### config.mk
export PLATFORM = sky130hd
export DESIGN_NAME = tlv_stream_parser_top
export DESIGN_NICKNAME = d
export VERILOG_FILES = /design/src/sv/tlvsp_pkg.sv /design/src/sv/tlvsp_level_stack.sv /design/src/sv/tlvsp_parse.sv /design/src/sv/tlv_stream_parser_top.sv
export SDC_FILE = /design/constraint.sdc
export NUM_CORES = 1
export LEC_CHECK = 0
export BUFFER_PORTS_ARGS = -buffer_cell sky130_fd_sc_hd__buf_2
export CAP_MARGIN = 20
export CORE_MARGIN = 2
export CORE_UTILIZATION = 57
export DETAILED_ROUTE_END_ITERATION = 12
export PLACE_DENSITY_LB_ADDON = 0.25
export RECOVER_POWER = 25
export SYNTH_ARGS = -nofsm -noshare
export SYNTH_HDL_FRONTEND = slang
export SYNTH_SLANG_ARGS = --single-unit
### constraint.sdc
create_clock -name clk -period 14.8 [get_ports clk]
set_input_delay 2.96 -clock clk [delete_from_list [all_inputs] [get_ports clk]]
set_output_delay 2.96 -clock clk [all_outputs]
set_load 0.03 [all_outputs]
### src/sv/tlvsp_pkg.sv
// ----------------------------------------------------------------------------
// tlvsp_pkg
// Shared types and codes for the streaming tag-length-value parser.
// ----------------------------------------------------------------------------
`default_nettype none

package tlvsp_pkg;

	// parse phases
	localparam logic [2:0] PH_TAG1  = 3'd0;
	localparam logic [2:0] PH_TAG2  = 3'd1;
	localparam logic [2:0] PH_LEN1  = 3'd2;
	localparam logic [2:0] PH_LENX  = 3'd3;
	localparam logic [2:0] PH_VALUE = 3'd4;
	localparam logic [2:0] PH_ERR   = 3'd5;

	// status codes
	localparam logic [2:0] ST_OK      = 3'd0;
	localparam logic [2:0] ST_TRUNC   = 3'd1;
	localparam logic [2:0] ST_OVERRUN = 3'd2;
	localparam logic [2:0] ST_EMPTY   = 3'd3;
	localparam logic [2:0] ST_DEEP    = 3'd4;

	// byte roles
	localparam logic [1:0] ROLE_TAG   = 2'd0;
	localparam logic [1:0] ROLE_LEN   = 2'd1;
	localparam logic [1:0] ROLE_VALUE = 2'd2;
	localparam logic [1:0] ROLE_IGN   = 2'd3;

	// header byte values
	localparam logic [7:0]  LEN_ESC16   = 8'hFE;
	localparam logic [7:0]  LEN_ESC32   = 8'hFF;
	localparam logic [31:0] POS_SAT     = 32'hFFFF_FFFF;

	// probe values and commands sent to the level stack
	typedef struct packed {
		logic        push;
		logic        pop;
		logic        clear;
		logic [31:0] next_pos;
		logic [31:0] elem_end;
	} stk_ctl_t;

	// compare results from the level stack
	typedef struct packed {
		logic top_eq;  // innermost open level ends at next_pos
		logic end_gt;  // elem_end lies past the innermost open level
	} stk_stat_t;

	// one result item
	typedef struct packed {
		logic [1:0]  byte_role;
		logic        header_done;
		logic [15:0] tag;
		logic [31:0] value_length;
		logic        constructed;
		logic [3:0]  depth;
		logic [3:0]  levels_closed;
		logic [2:0]  status;
		logic        pdu_done;
	} result_t;

endpackage

`default_nettype wire

### src/sv/tlvsp_level_stack.sv
// ----------------------------------------------------------------------------
// tlvsp_level_stack
// End positions of the open constructed levels, with parallel compares.
// ----------------------------------------------------------------------------
`default_nettype none

module tlvsp_level_stack #(
	parameter int MAX_DEPTH = 8
) (
	input  wire                                 clk,
	input  wire                                 arst_n,
	input  tlvsp_pkg::stk_ctl_t                 ctl,
	output tlvsp_pkg::stk_stat_t                stat,
	output logic [$clog2(MAX_DEPTH+1)-1:0]      sp,
	output logic [$clog2(MAX_DEPTH+1)-1:0]      close_cnt
);
	import tlvsp_pkg::*;

	localparam int SPW = $clog2(MAX_DEPTH + 1);
	localparam int IW  = (MAX_DEPTH > 1) ? $clog2(MAX_DEPTH) : 1;

	logic [31:0]          ends_q [MAX_DEPTH];
	logic [SPW-1:0]       sp_q;
	logic [MAX_DEPTH-1:0] eq_vec;
	logic [MAX_DEPTH-1:0] gt_vec;
	logic [SPW-1:0]       low_idx;

	// per-level compares; ends never increase towards the top, so the
	// levels that end at next_pos form one run at the top of the stack
	always_comb begin
		for (int i = 0; i < MAX_DEPTH; i++) begin
			eq_vec[i] = (SPW'(i) < sp_q) && (ends_q[i] == ctl.next_pos);
			gt_vec[i] = (SPW'(i) < sp_q) && (ctl.elem_end > ends_q[i]);
		end
	end

	// lowest level of the closing run
	always_comb begin
		low_idx = sp_q;
		for (int i = MAX_DEPTH - 1; i >= 0; i--) begin
			if (eq_vec[i]) begin
				low_idx = SPW'(i);
			end
		end
	end

	assign close_cnt   = sp_q - low_idx;
	assign stat.top_eq = |eq_vec;
	assign stat.end_gt = |gt_vec;
	assign sp          = sp_q;

	// entry storage, no reset
	always_ff @(posedge clk) begin
		if (ctl.push && !ctl.clear) begin
			ends_q[sp_q[IW-1:0]] <= ctl.elem_end;
		end
	end

	// stack pointer
	always_ff @(posedge clk or negedge arst_n) begin
		if (!arst_n) begin
			sp_q <= '0;
		end else if (ctl.clear) begin
			sp_q <= '0;
		end else if (ctl.push) begin
			sp_q <= sp_q + SPW'(1);
		end else if (ctl.pop) begin
			sp_q <= sp_q - close_cnt;
		end
	end

endmodule

`default_nettype wire

### src/sv/tlvsp_parse.sv
// ----------------------------------------------------------------------------
// tlvsp_parse
// Header parse state and the per-byte decision logic.
// ----------------------------------------------------------------------------
`default_nettype none

module tlvsp_parse #(
	parameter int MAX_DEPTH = 8
) (
	input  wire                                 clk,
	input  wire                                 arst_n,
	input  wire                                 en,
	input  wire  [7:0]                          data_byte_s1,
	input  wire                                 pdu_last_s1,
	input  tlvsp_pkg::stk_stat_t                stat,
	input  wire  [$clog2(MAX_DEPTH+1)-1:0]      sp,
	input  wire  [$clog2(MAX_DEPTH+1)-1:0]      close_cnt,
	output tlvsp_pkg::stk_ctl_t                 ctl,
	output tlvsp_pkg::result_t                  res,
	output logic [2:0]                          phase,
	output logic [2:0]                          err_code
);
	import tlvsp_pkg::*;

	localparam int SPW = $clog2(MAX_DEPTH + 1);

	logic [2:0]  phase_q,  phase_d;
	logic [15:0] tag_q,    tag_d;
	logic [31:0] len_q,    len_d;
	logic [2:0]  left_q,   left_d;
	logic [31:0] next_q,   next_d;
	logic [31:0] pend_q,   pend_d;
	logic [2:0]  err_q,    err_d;

	logic [32:0]    end_sum;
	logic [31:0]    elem_end;
	logic           complete;
	logic           in_header;
	logic           closing;
	logic           push;
	logic           cons;
	logic [2:0]     err;
	logic [SPW-1:0] sp_new;
	logic [SPW+3:0] dep_ext;
	logic [SPW+3:0] closed_ext;

	assign dep_ext    = {4'd0, sp};
	assign closed_ext = {4'd0, close_cnt} + (SPW + 4)'(1);

	// saturating end position of the element being completed
	assign end_sum  = {1'b0, next_q} + {1'b0, len_d};
	assign elem_end = end_sum[32] ? POS_SAT : end_sum[31:0];

	// per-byte decision
	always_comb begin
		phase_d   = phase_q;
		tag_d     = tag_q;
		len_d     = len_q;
		left_d    = left_q;
		pend_d    = pend_q;
		err_d     = err_q;
		complete  = 1'b0;
		in_header = 1'b1;
		closing   = 1'b0;
		push      = 1'b0;
		cons      = 1'b0;
		err       = ST_OK;
		sp_new    = sp;
		res       = '0;
		res.byte_role = ROLE_IGN;

		if (phase_q != PH_ERR) begin
			res.depth = dep_ext[3:0];
			case (phase_q)
				PH_TAG1: begin
					res.byte_role = ROLE_TAG;
					if (data_byte_s1[7]) begin
						tag_d   = {data_byte_s1, 8'd0};
						phase_d = PH_TAG2;
					end else begin
						tag_d   = {8'd0, data_byte_s1};
						phase_d = PH_LEN1;
					end
				end
				PH_TAG2: begin
					res.byte_role = ROLE_TAG;
					tag_d   = {tag_q[15:8], data_byte_s1};
					phase_d = PH_LEN1;
				end
				PH_LEN1: begin
					res.byte_role = ROLE_LEN;
					len_d = '0;
					if (data_byte_s1 == LEN_ESC16) begin
						left_d  = 3'd2;
						phase_d = PH_LENX;
					end else if (data_byte_s1 == LEN_ESC32) begin
						left_d  = 3'd4;
						phase_d = PH_LENX;
					end else begin
						len_d    = {24'd0, data_byte_s1};
						complete = 1'b1;
					end
				end
				PH_LENX: begin
					res.byte_role = ROLE_LEN;
					len_d = {len_q[23:0], data_byte_s1};
					if (left_q != 3'd0) begin
						left_d = left_q - 3'd1;
					end
					if (left_d == 3'd0) begin
						complete = 1'b1;
					end
				end
				default: begin
					res.byte_role = ROLE_VALUE;
					in_header     = 1'b0;
					if (next_q == pend_q) begin
						closing = 1'b1;
						phase_d = PH_TAG1;
					end
				end
			endcase

			// finished header
			if (complete) begin
				cons = (tag_q[15:8] != 8'd0) ? tag_q[14] : tag_q[6];
				res.header_done  = 1'b1;
				res.tag          = tag_q;
				res.value_length = len_d;
				res.constructed  = cons;
				if (stat.end_gt) begin
					err = ST_OVERRUN;
				end else if (cons) begin
					if (len_d == 32'd0) begin
						err = ST_EMPTY;
					end else if (sp >= SPW'(MAX_DEPTH)) begin
						err = ST_DEEP;
					end else begin
						push    = 1'b1;
						phase_d = PH_TAG1;
					end
				end else if (len_d == 32'd0) begin
					closing = 1'b1;
					phase_d = PH_TAG1;
				end else begin
					pend_d  = elem_end;
					phase_d = PH_VALUE;
				end
			end else if (in_header && stat.top_eq) begin
				err = ST_OVERRUN;
			end

			if (closing) begin
				res.levels_closed = closed_ext[3:0];
				sp_new = sp - close_cnt;
			end else if (push) begin
				sp_new = sp + SPW'(1);
			end

			// end of pdu with an element still open
			if (err == ST_OK && pdu_last_s1 &&
			    (phase_d != PH_TAG1 || sp_new != '0)) begin
				err = ST_TRUNC;
			end
			if (err != ST_OK) begin
				err_d   = err;
				phase_d = PH_ERR;
				res.levels_closed = 4'd0;
			end
		end

		res.status   = err_d;
		res.pdu_done = pdu_last_s1;
	end

	// saturating byte position
	assign next_d = (next_q == POS_SAT) ? next_q : next_q + 32'd1;

	// stack commands
	assign ctl.push     = en && push && !pdu_last_s1;
	assign ctl.pop      = en && closing;
	assign ctl.clear    = en && pdu_last_s1;
	assign ctl.next_pos = next_q;
	assign ctl.elem_end = elem_end;

	assign phase    = phase_q;
	assign err_code = err_q;

	// parse state, back to reset values after the last byte of a pdu
	always_ff @(posedge clk or negedge arst_n) begin
		if (!arst_n) begin
			phase_q <= PH_TAG1;
			tag_q   <= '0;
			len_q   <= '0;
			left_q  <= '0;
			next_q  <= 32'd1;
			pend_q  <= '0;
			err_q   <= ST_OK;
		end else if (en) begin
			if (pdu_last_s1) begin
				phase_q <= PH_TAG1;
				tag_q   <= '0;
				len_q   <= '0;
				left_q  <= '0;
				next_q  <= 32'd1;
				pend_q  <= '0;
				err_q   <= ST_OK;
			end else begin
				phase_q <= phase_d;
				tag_q   <= tag_d;
				len_q   <= len_d;
				left_q  <= left_d;
				next_q  <= next_d;
				pend_q  <= pend_d;
				err_q   <= err_d;
			end
		end
	end

endmodule

`default_nettype wire

### src/sv/tlv_stream_parser_top.sv
// ----------------------------------------------------------------------------
// tlv_stream_parser_top
// Streaming parser for nested tag-length-value elements, one byte per cycle unless stalled.
// ----------------------------------------------------------------------------
// Takes one PDU byte per cycle and returns one result per byte. A byte sits
// in the input register, the parse logic and the level stack compares
// resolve it combinationally, and the result waits in the output register;
// a new byte is accepted every cycle unless a result is held by out_stall
// while the input register is full. The stack holds up to MAX_DEPTH open
// constructed levels, and all levels that end at a byte close together in
// that byte's cycle. No clearing pass is needed after reset.
`default_nettype none

module tlv_stream_parser_top #(
	parameter int MAX_DEPTH = 8
) (
	input  wire         clk,
	input  wire         arst_n,
	input  wire         in_valid,
	output logic        in_stall,
	input  wire  [7:0]  data_byte,
	input  wire         pdu_last,
	output logic        out_valid,
	input  wire         out_stall,
	output logic [1:0]  byte_role,
	output logic        header_done,
	output logic [15:0] tag,
	output logic [31:0] value_length,
	output logic        constructed,
	output logic [3:0]  depth,
	output logic [3:0]  levels_closed,
	output logic [2:0]  status,
	output logic        pdu_done
);
	import tlvsp_pkg::*;

	localparam int SPW = $clog2(MAX_DEPTH + 1);

	logic           valid_s1;
	logic [7:0]     byte_s1;
	logic           last_s1;
	logic           valid_s2;
	result_t        res_s2;
	logic           adv;
	stk_ctl_t       ctl;
	stk_stat_t      stat;
	logic [SPW-1:0] sp;
	logic [SPW-1:0] close_cnt;
	result_t        res;
	logic [2:0]     phase;
	logic [2:0]     err_code;

	// handshake
	assign adv      = valid_s1 && (!valid_s2 || !out_stall);
	assign in_stall = valid_s1 && valid_s2 && out_stall;

	// input register
	always_ff @(posedge clk or negedge arst_n) begin
		if (!arst_n) begin
			valid_s1 <= 1'b0;
		end else if (in_valid && !in_stall) begin
			valid_s1 <= 1'b1;
		end else if (adv) begin
			valid_s1 <= 1'b0;
		end
	end

	always_ff @(posedge clk) begin
		if (in_valid && !in_stall) begin
			byte_s1 <= data_byte;
			last_s1 <= pdu_last;
		end
	end

	// result register
	always_ff @(posedge clk or negedge arst_n) begin
		if (!arst_n) begin
			valid_s2 <= 1'b0;
		end else if (adv) begin
			valid_s2 <= 1'b1;
		end else if (!out_stall) begin
			valid_s2 <= 1'b0;
		end
	end

	always_ff @(posedge clk) begin
		if (adv) begin
			res_s2 <= res;
		end
	end

	tlvsp_parse #(
		.MAX_DEPTH(MAX_DEPTH)
	) u_parse (
		.clk         (clk),
		.arst_n      (arst_n),
		.en          (adv),
		.data_byte_s1(byte_s1),
		.pdu_last_s1 (last_s1),
		.stat        (stat),
		.sp          (sp),
		.close_cnt   (close_cnt),
		.ctl         (ctl),
		.res         (res),
		.phase       (phase),
		.err_code    (err_code)
	);

	tlvsp_level_stack #(
		.MAX_DEPTH(MAX_DEPTH)
	) u_stack (
		.clk      (clk),
		.arst_n   (arst_n),
		.ctl      (ctl),
		.stat     (stat),
		.sp       (sp),
		.close_cnt(close_cnt)
	);

	// outputs
	assign out_valid     = valid_s2;
	assign byte_role     = res_s2.byte_role;
	assign header_done   = res_s2.header_done;
	assign tag           = res_s2.tag;
	assign value_length  = res_s2.value_length;
	assign constructed   = res_s2.constructed;
	assign depth         = res_s2.depth;
	assign levels_closed = res_s2.levels_closed;
	assign status        = res_s2.status;
	assign pdu_done      = res_s2.pdu_done;

	// error phase is always backed by a recorded error
	assert property (@(posedge clk) disable iff (!arst_n)
		phase == PH_ERR |-> err_code != ST_OK)
		else $error("error phase without an error code");

	// a recorded error stays until the last byte of the pdu
	assert property (@(posedge clk) disable iff (!arst_n)
		(err_code != ST_OK && !(adv && last_s1)) |=> err_code == $past(err_code))
		else $error("error code changed inside a pdu");

	// ignored bytes carry no header, close nothing and carry an error status
	assert property (@(posedge clk) disable iff (!arst_n)
		(valid_s2 && res_s2.byte_role == ROLE_IGN) |->
		(!res_s2.header_done && res_s2.levels_closed == 4'd0 &&
		 res_s2.status != ST_OK))
		else $error("ignored byte with header or close information");

	// a header completes only on a length byte
	assert property (@(posedge clk) disable iff (!arst_n)
		(valid_s2 && res_s2.header_done) |-> res_s2.byte_role == ROLE_LEN)
		else $error("header completed on a non-length byte");

endmodule

`default_nettype wire

==> results of run 1 <==
-- report_power, final --
part	total [W]	internal (W)	switching [W]
Clock	0.00128	0.000731	0.000545
Sequential	0.00155	0.00146	0.0000830
Combinational	0.00120	0.000391	0.000805
Total	0.00402	0.00259	0.00143
-- critical path: stages, from the launching register on --
cell       delay [ps]
dfrtp_1           340
clkbuf_1         1030
o211ai_1          310
nand2_1           180
ha_1              290
a21o_1            200
a221o_1           350
a31o_2            260
o2111ai_1         270
a21oi_1           180
o21ai_0           300
a21oi_1           180
o211ai_1          260
a21boi_0          130
o21ai_1           890
buf_4             370
ha_1              170
nand4_1           120
nor4_1            230
nor3b_1           430
nand3_1           240
a32oi_1           300
nand4_1           420
nor4_4            650
nand2_1           340
nor2_2            210
buf_4             400
-- cells by family (layout without fill, tap and decap cells) --
family	count (synthesis)	after routing
xor gates and xnor gates	329	329
DFF	456	456
adders and majority gates	302	302
AOI/OAI and AO/OA	523	523
muxes	6	6
buffers and inverters	402	559
other	0	2
and+or+nand+nor	776	776
-- sequential cells by signal, summed over array words and instances, names as in the netlist, 4 cells and up --
| signal | flops |
|---|---|
| byte_s1 | 8 |
| depth | 4 |
| u_parse.tag_q | 16 |
| value_length | 32 |
| u_stack.ends_q | 256 |
| u_stack.sp | 4 |
| tag | 16 |
| levels_closed | 4 |
| u_parse.pend_q | 32 |
| u_parse.len_q | 32 |
| u_parse.next_q | 32 |
-- worst max path at each step --
| stage | start | cells after the start | to | slack [ps] |
|---|---|---|---|---|
| after CTS | u_parse.phase[2]$_DFFE_PN0P_ | 26 | u_stack.ends_q[1][23]$_DFFE_PP_ | 5670 |
| after floorplan | u_parse.phase[2]$_DFFE_PN0P_ | 28 | u_stack.ends_q[0][0]$_DFFE_PP_ | 5560 |
| after detailed placement | u_parse.phase[2]$_DFFE_PN0P_ | 25 | u_stack.ends_q[1][17]$_DFFE_PP_ | 5690 |
| after global placement | u_parse.phase[2]$_DFFE_PN0P_ | 24 | u_stack.ends_q[1][16]$_DFFE_PP_ | 6010 |
| after global routing | u_parse.phase[2]$_DFFE_PN0P_ | 26 | u_stack.ends_q[4][4]$_DFFE_PP_ | 4890 |
| final | u_parse.phase[0]$_DFFE_PN0P_ | 26 | u_stack.ends_q[1][0]$_DFFE_PP_ | 5360 |
-- per-layer routing --
| layer | up-vias | track usage [%] |
|---|---|---|
| met5 | - | 0 |
| met4 | 0 | 23.5 |
| met3 | 348 | 5.62 |
| met2 | 1472 | 53.5 |
| met1 | 11200 | 49.6 |
| li1 | 10300 | - |
-- area by class of cell --
class,count,area (sq um)
Antenna cell,2,5.00
Clock buffer,64,1340
Clock inverter,30,308
Fill cell,4023,18100
Inverter,306,1150
Multi-Input combinational cell,1936,14400
Sequential cell,456,13100
Tap cell,672,841
Timing Repair Buffer,159,995
-- metrics by stage --
stage	total power [W]	instances	area [sq um]	hold WS [ps]	utilization, %
CTS	0.00399	3620	32100	494	64.0
global placement	0.00269	3523	30400	471	60.5
detailed placement	0.00272	3526	30400	481	60.7
finish	0.00402	3625	32000	496	63.9
global route	0.00415	3624	32000	511	63.9
floorplan	0.00229	2794	29000	424	-
-- placed cells by master (no fill, tap or decap), drive strengths merged, types with 24 or more instances in the layout --
cell type and count:
a21o 49, a21oi 171, a22o 72, and2 25
buf 130, clkbuf 93, dfrtp 126, edfxtp 329
ha 299, inv 311, nand2 192, nand2b 24
nand3 69, nand4 106, nor2 112, nor2b 39
nor3 51, nor4 85, o21ai 95, xnor2 117
xor2 212
==> run metrics, run 1 <==
Worst R2R End u_stack.ends_q[1][0]$_DFFE_PP_; status complete, but fails checks; WP data required approximately 15000 ps; DRC violations left 0; met3 wire len 10.3 mm; dpl ws 5690 ps; initial antenna violation count 1; highest routed metal layer met4; Setup Crit Path Kind reg -> reg; TNS Setup 0 ps; total die area 52600 sq um; clk_skew between 20 and 25 ps; post-synthesis compound-gate area fraction 11.9%; GRT Util Overall 36.2%; worst skew pair latency 620 ps; post-synthesis mux area share 0.212%; Cells after Synth 2794; #FFs+latches synth about 460; core area 50200 sq um; Worst Setup Slack, final about 5400 ps; CTS tree yes; Tmin final 9440 ps; Area contributors post-synth edfxtp_1 34%, ha_1 13%, dfrtp_1 11%; Synth Warn # 0; largest net degree at the start of global routing 80; # nets final 3225; failing checks max-capacitance violations, max-slew violations; site row count 82; Initial Util 57.7%; buffers from clock root to sink, at most 3; Worst setup EP type flip-flop; Syn-to-layout area delta 10.6%; Worst VDD drop 0.110 mV; slew margin rel. -163%; WL per Instance 26.5 um; met1 wire length 37.8 mm; CP startpoint kind flip-flop; main combinational cell family by area after synthesis simple AND/OR/NAND/NOR gates; most frequent cell after synthesis edfxtp_1; Distinct cells, synth slightly below 90; I/O Buffers 78; Hold Startpoint u_parse.len_q[29]$_DFFE_PN0P_; Syn Nets 3109; Max Cap Viol 3; via count 23400; Worst Tran Pin Value 3950 ps; fin. max-slew vios ~170; Simple-Gate Fraction of Synth Area 14.2%; Leak Pwr 14.9 nW; reg2reg path depth 26; HPWL Detailed roughly 63 mm; routability cong. 1.02; WP data arrival just under 10000 ps; share of the synthesized area in the top cell type 34.1%; Chip Width roughly 230 um; Fin. Hold Viols 0; remaining antenna violation count 0; post-CTS sizing 0; Starting DRT DRC Count 3317; post-synthesis adder-cell area fraction 13.1%; fraction of final layout cells with drive strength greater than 1 under 10%; final setup vio count 0; fin crit share between 60% and 70%; Hold Crit Class reg -> reg; RSZ-0062 raised after global routing no; routed vias/inst approximately 6.5; wire length on met2 40.5 mm; ys flop type edfxtp_1; hold path cells 2; Seq/Total Area, Yosys 45.1%; Synth area leader edfxtp_1; Netlist Area Pre-Place a little under 30000 sq um; number of CTS-inserted buffers 51; wirelength, routed 96.0 mm; die height 229 um; CTS sink count 456; Worst R2R Setup Slack 5360 ps; Peak Freq 106 MHz; Reg clk slew, reported paths 60 ps; Critical R2R Launch u_parse.phase[0]$_DFFE_PN0P_; Post-Synth XOR/XNOR Area 9.95%; critical path peak fanout 33; Syn Area/Cell 10.4 sq um; PD cells 125 nW/um^2; vias in the first global route 22600; # IOs 79; Synth top cells by count 329 x edfxtp_1, 306 x inv_1, 299 x ha_1; CTS H-tree depth 2; FFs w/ async S/R, synth 27.9%; grt ovf 0; Clock Tree Root clkbuf_16; # Post-CTS Setup Buffers 0; WHS Endpoint u_parse.len_q[29]$_DFFE_PN0P_; cts hold-fix bufs 0; first-pass GRT wire length 141 mm; Post-synth EDFFs 329; DR pass1 iterations 9
Note: power is estimated with default switching activity, not from simulation.
==> inputs of run 2 (changes only) <==
- clock period: 14.8 -> 7.63 ns (I/O delays scaled with it)
==> run 2 against run 1 <==
  * The run still ends with max-capacitance violations, max-slew violations left
  * First-iteration DRC count is 14% lower
  * Setup slack worse by 5100 ps
  * Core utilization rose by 2.5 points
  * Sequential cell count stayed put
  * Sequential power up 88%
  * Critical path type unchanged
  * Critical endpoint is now u_stack.ends_q[4][9]$_DFFE_PP_
  * Largest cell class unchanged
  * Highest routed layer unchanged
==> run metrics, run 2 (synthesis gave the netlist of run 1 again) <==
fin. max-slew vios 168 (unchanged); Clock Tree Root clkbuf_16; number of CTS-inserted buffers 51 (unchanged); Chip Width 229 um (unchanged); critical path's largest stage delay 650 ps (-380 ps); initial antenna violation count 0 (-1); area of the multi-input gates 14500 sq um (+1.2%); reg2reg path depth 27 (+3.8%); failing checks max-capacitance violations, max-slew violations; # diodes 0 (-2); Critical R2R Launch byte_s1[1]$_DFFE_PP_; Max Cap Viol 3 (unchanged); Leak Pwr 15.4 nW (+3.5%); GRT Util Overall 39.3% (+3.1 points); Fin. Hold Viols 0 (unchanged); fraction of final layout cells with drive strength greater than 1 11.5% (+3.2 points); Worst path slowest cell or4b_2; Worst setup EP type flip-flop; via count 23900 (+2.3%); Reg clk slew, reported paths 60 ps (about the same); fin crit share 96.5% (+33 points); largest net degree at the start of global routing 66 (-18%); grt ovf 0 (unchanged); Layout Cell Area excl Fill 33300 sq um (+3.9%); HPWL Detailed 74.6 mm (+18%); Post-DP Area 31200 sq um (+2.6%); # IOs 79 (unchanged); Peak Freq 136 MHz (+28%); status complete, but fails checks; site row count 82 (unchanged); Initial Util 57.7% (unchanged); PD cells 244 nW/um^2 (+94%); Worst R2R Setup Slack 260 ps (-5090 ps); CTS H-tree depth 2 (unchanged); Worst Tran Pin Value 3540 ps (-414 ps); Worst VDD drop 0.192 mV (+75%); Tmin final 7370 ps (-2080 ps); Fill cells 3965 (-1.4%); cts hold-fix bufs 0 (unchanged); Starting DRT DRC Count 2850 (-14%); die height 229 um (unchanged); total die area 52600 sq um (unchanged); CP startpoint kind flip-flop; Largest register FFs 256 (unchanged); CTS sink count 456 (unchanged); buffers from clock root to sink, at most 3 (unchanged); WL per Instance 28.0 um (+5.7%); DR pass1 iterations 6 (-3); WHS Endpoint out_valid$_DFFE_PN0P_; most frequent cells in the layout 329 x edfxtp_1, 305 x inv_1, 299 x ha_1; Setup Crit Path Kind reg -> reg; wirelength, routed 104 mm (+8.4%); final setup vio count 0 (unchanged); WP data required 7940 ps (-7120 ps); Hold Crit Class reg -> reg; I/O Buffers 78 (unchanged); slew margin rel. -136% (+28 points); vias in the first global route 23800 (+5.1%); TNS Setup 0 ps (unchanged); DRC violations left 0 (unchanged); Hold Startpoint valid_s1$_DFFE_PN0P_; remaining antenna violation count 0 (unchanged); core area 50200 sq um (unchanged); Syn-to-layout area delta 14.9%; routed vias/inst 6.44 (-0.24%); clk_skew 30.3 ps (+7.98 ps); # nets final 3318 (+2.9%); Worst R2R End u_stack.ends_q[4][9]$_DFFE_PP_; CTS tree yes; most common cell after layout, fill and taps aside edfxtp_1; hold path cells 1 (-1); critical path peak fanout 16 (-52%); Sequential Area 13100 sq um (unchanged); first-pass GRT wire length 151 mm (+7.1%); WP data arrival 7670 ps (-2040 ps); routability cong. 1.03 (+1.7%); worst skew pair latency 630 ps (about the same)
-- run 2: cell count changes in the layout (fill, tap and decap cells not counted), moves of 4 or more --
cell | previous run | this run
clkbuf_1 | 41 | 64
o21ai_0 | 84 | 80
buf_6 | 0 | 6
buf_2 | 58 | 34
clkinv_2 | 8 | 4
nand2_1 | 191 | 182
nand2_2 | 1 | 9
buf_4 | 68 | 139
buf_12 | 0 | 19
clkbuf_8 | 1 | 5
inv_6 | 5 | 1
-- run 2: routing by layer --
metal	vias to the layer above	track usage (%)	routed length, um
met5	-	0	0
met4	0	28.0	8320
met3	389	7.26	9610
met2	1389	63.0	47400
li1	10500	-	-
met1	11600	47.8	38800
-- run 2: area by class of cell --
class,instances,area share (%)
Clock buffer,72,4.29
Clock inverter,23,1.02
Inverter,306,3.45
Multi-Input combinational cell,1936,43.6
Sequential cell,456,39.2
Tap cell,672,2.53
Timing Repair Buffer,252,5.84
-- run 2: power by group --
group / leakage (nW) / internal [W] / total, W / switching, W
logic: 9.66 / 0.000872 / 0.00256 / 0.00169
clock network: 0.850 / 0.00157 / 0.00263 / 0.00106
registers: 4.89 / 0.00284 / 0.00292 / 0.0000822
-- run 2: timing repair --
action                                  in CTS  in global routing
gates cloned                                 0                  3
setup buffers                                0                 11
pin swaps                                    1                 15
endpoints found under the hold margin        0                  0
gates resized for setup                      5                 42
endpoints found under the setup margin     304                304
-- run 2: worst max-delay path by stage --
stage                                 start                         endpoint  slack, ps  cells after the start
3_3_place_gp   u_parse.phase[2]$_DFFE_PN0P_  u_stack.ends_q[2][24]$_DFFE_PP_       -350                     29
4_1_cts        u_parse.phase[0]$_DFFE_PN0P_   u_stack.ends_q[6][9]$_DFFE_PP_         20                     28
2_1_floorplan  u_parse.phase[2]$_DFFE_PN0P_   u_stack.ends_q[2][0]$_DFFE_PP_          5                     28
6_report               byte_s1[1]$_DFFE_PP_   u_stack.ends_q[4][9]$_DFFE_PP_        260                     27
5_1_grt                byte_s1[1]$_DFFE_PP_   u_stack.ends_q[4][7]$_DFFE_PP_        -40                     31
3_5_place_dp   u_parse.phase[2]$_DFFE_PN0P_  u_stack.ends_q[6][20]$_DFFE_PP_       -460                     29
-- run 2: worst max-delay path, delay by kind of cell (launching register included) --
kind	cells	cell delay (ps)
adders and majority gates	2	740
AOI/OAI and AO/OA	10	2570
DFF	1	360
and+or+nand+nor	11	2650
buffers and inverters	4	700
-- run 2: stage by stage --
stage / worst slack (ps) / hold slack, ps / util, % / instances / power [W]
floorplan: 5.47 / 424 / - / 2794 / 0.00445
global placement: -347 / 465 / 62.2 / 3606 / 0.00534
detailed placement: -462 / 482 / 62.2 / 3607 / 0.00543
CTS: 19.8 / 497 / 65.8 / 3702 / 0.00805
global route: -40.9 / 526 / 66.3 / 3717 / 0.00840
finish: 263 / 494 / 66.3 / 3717 / 0.00811
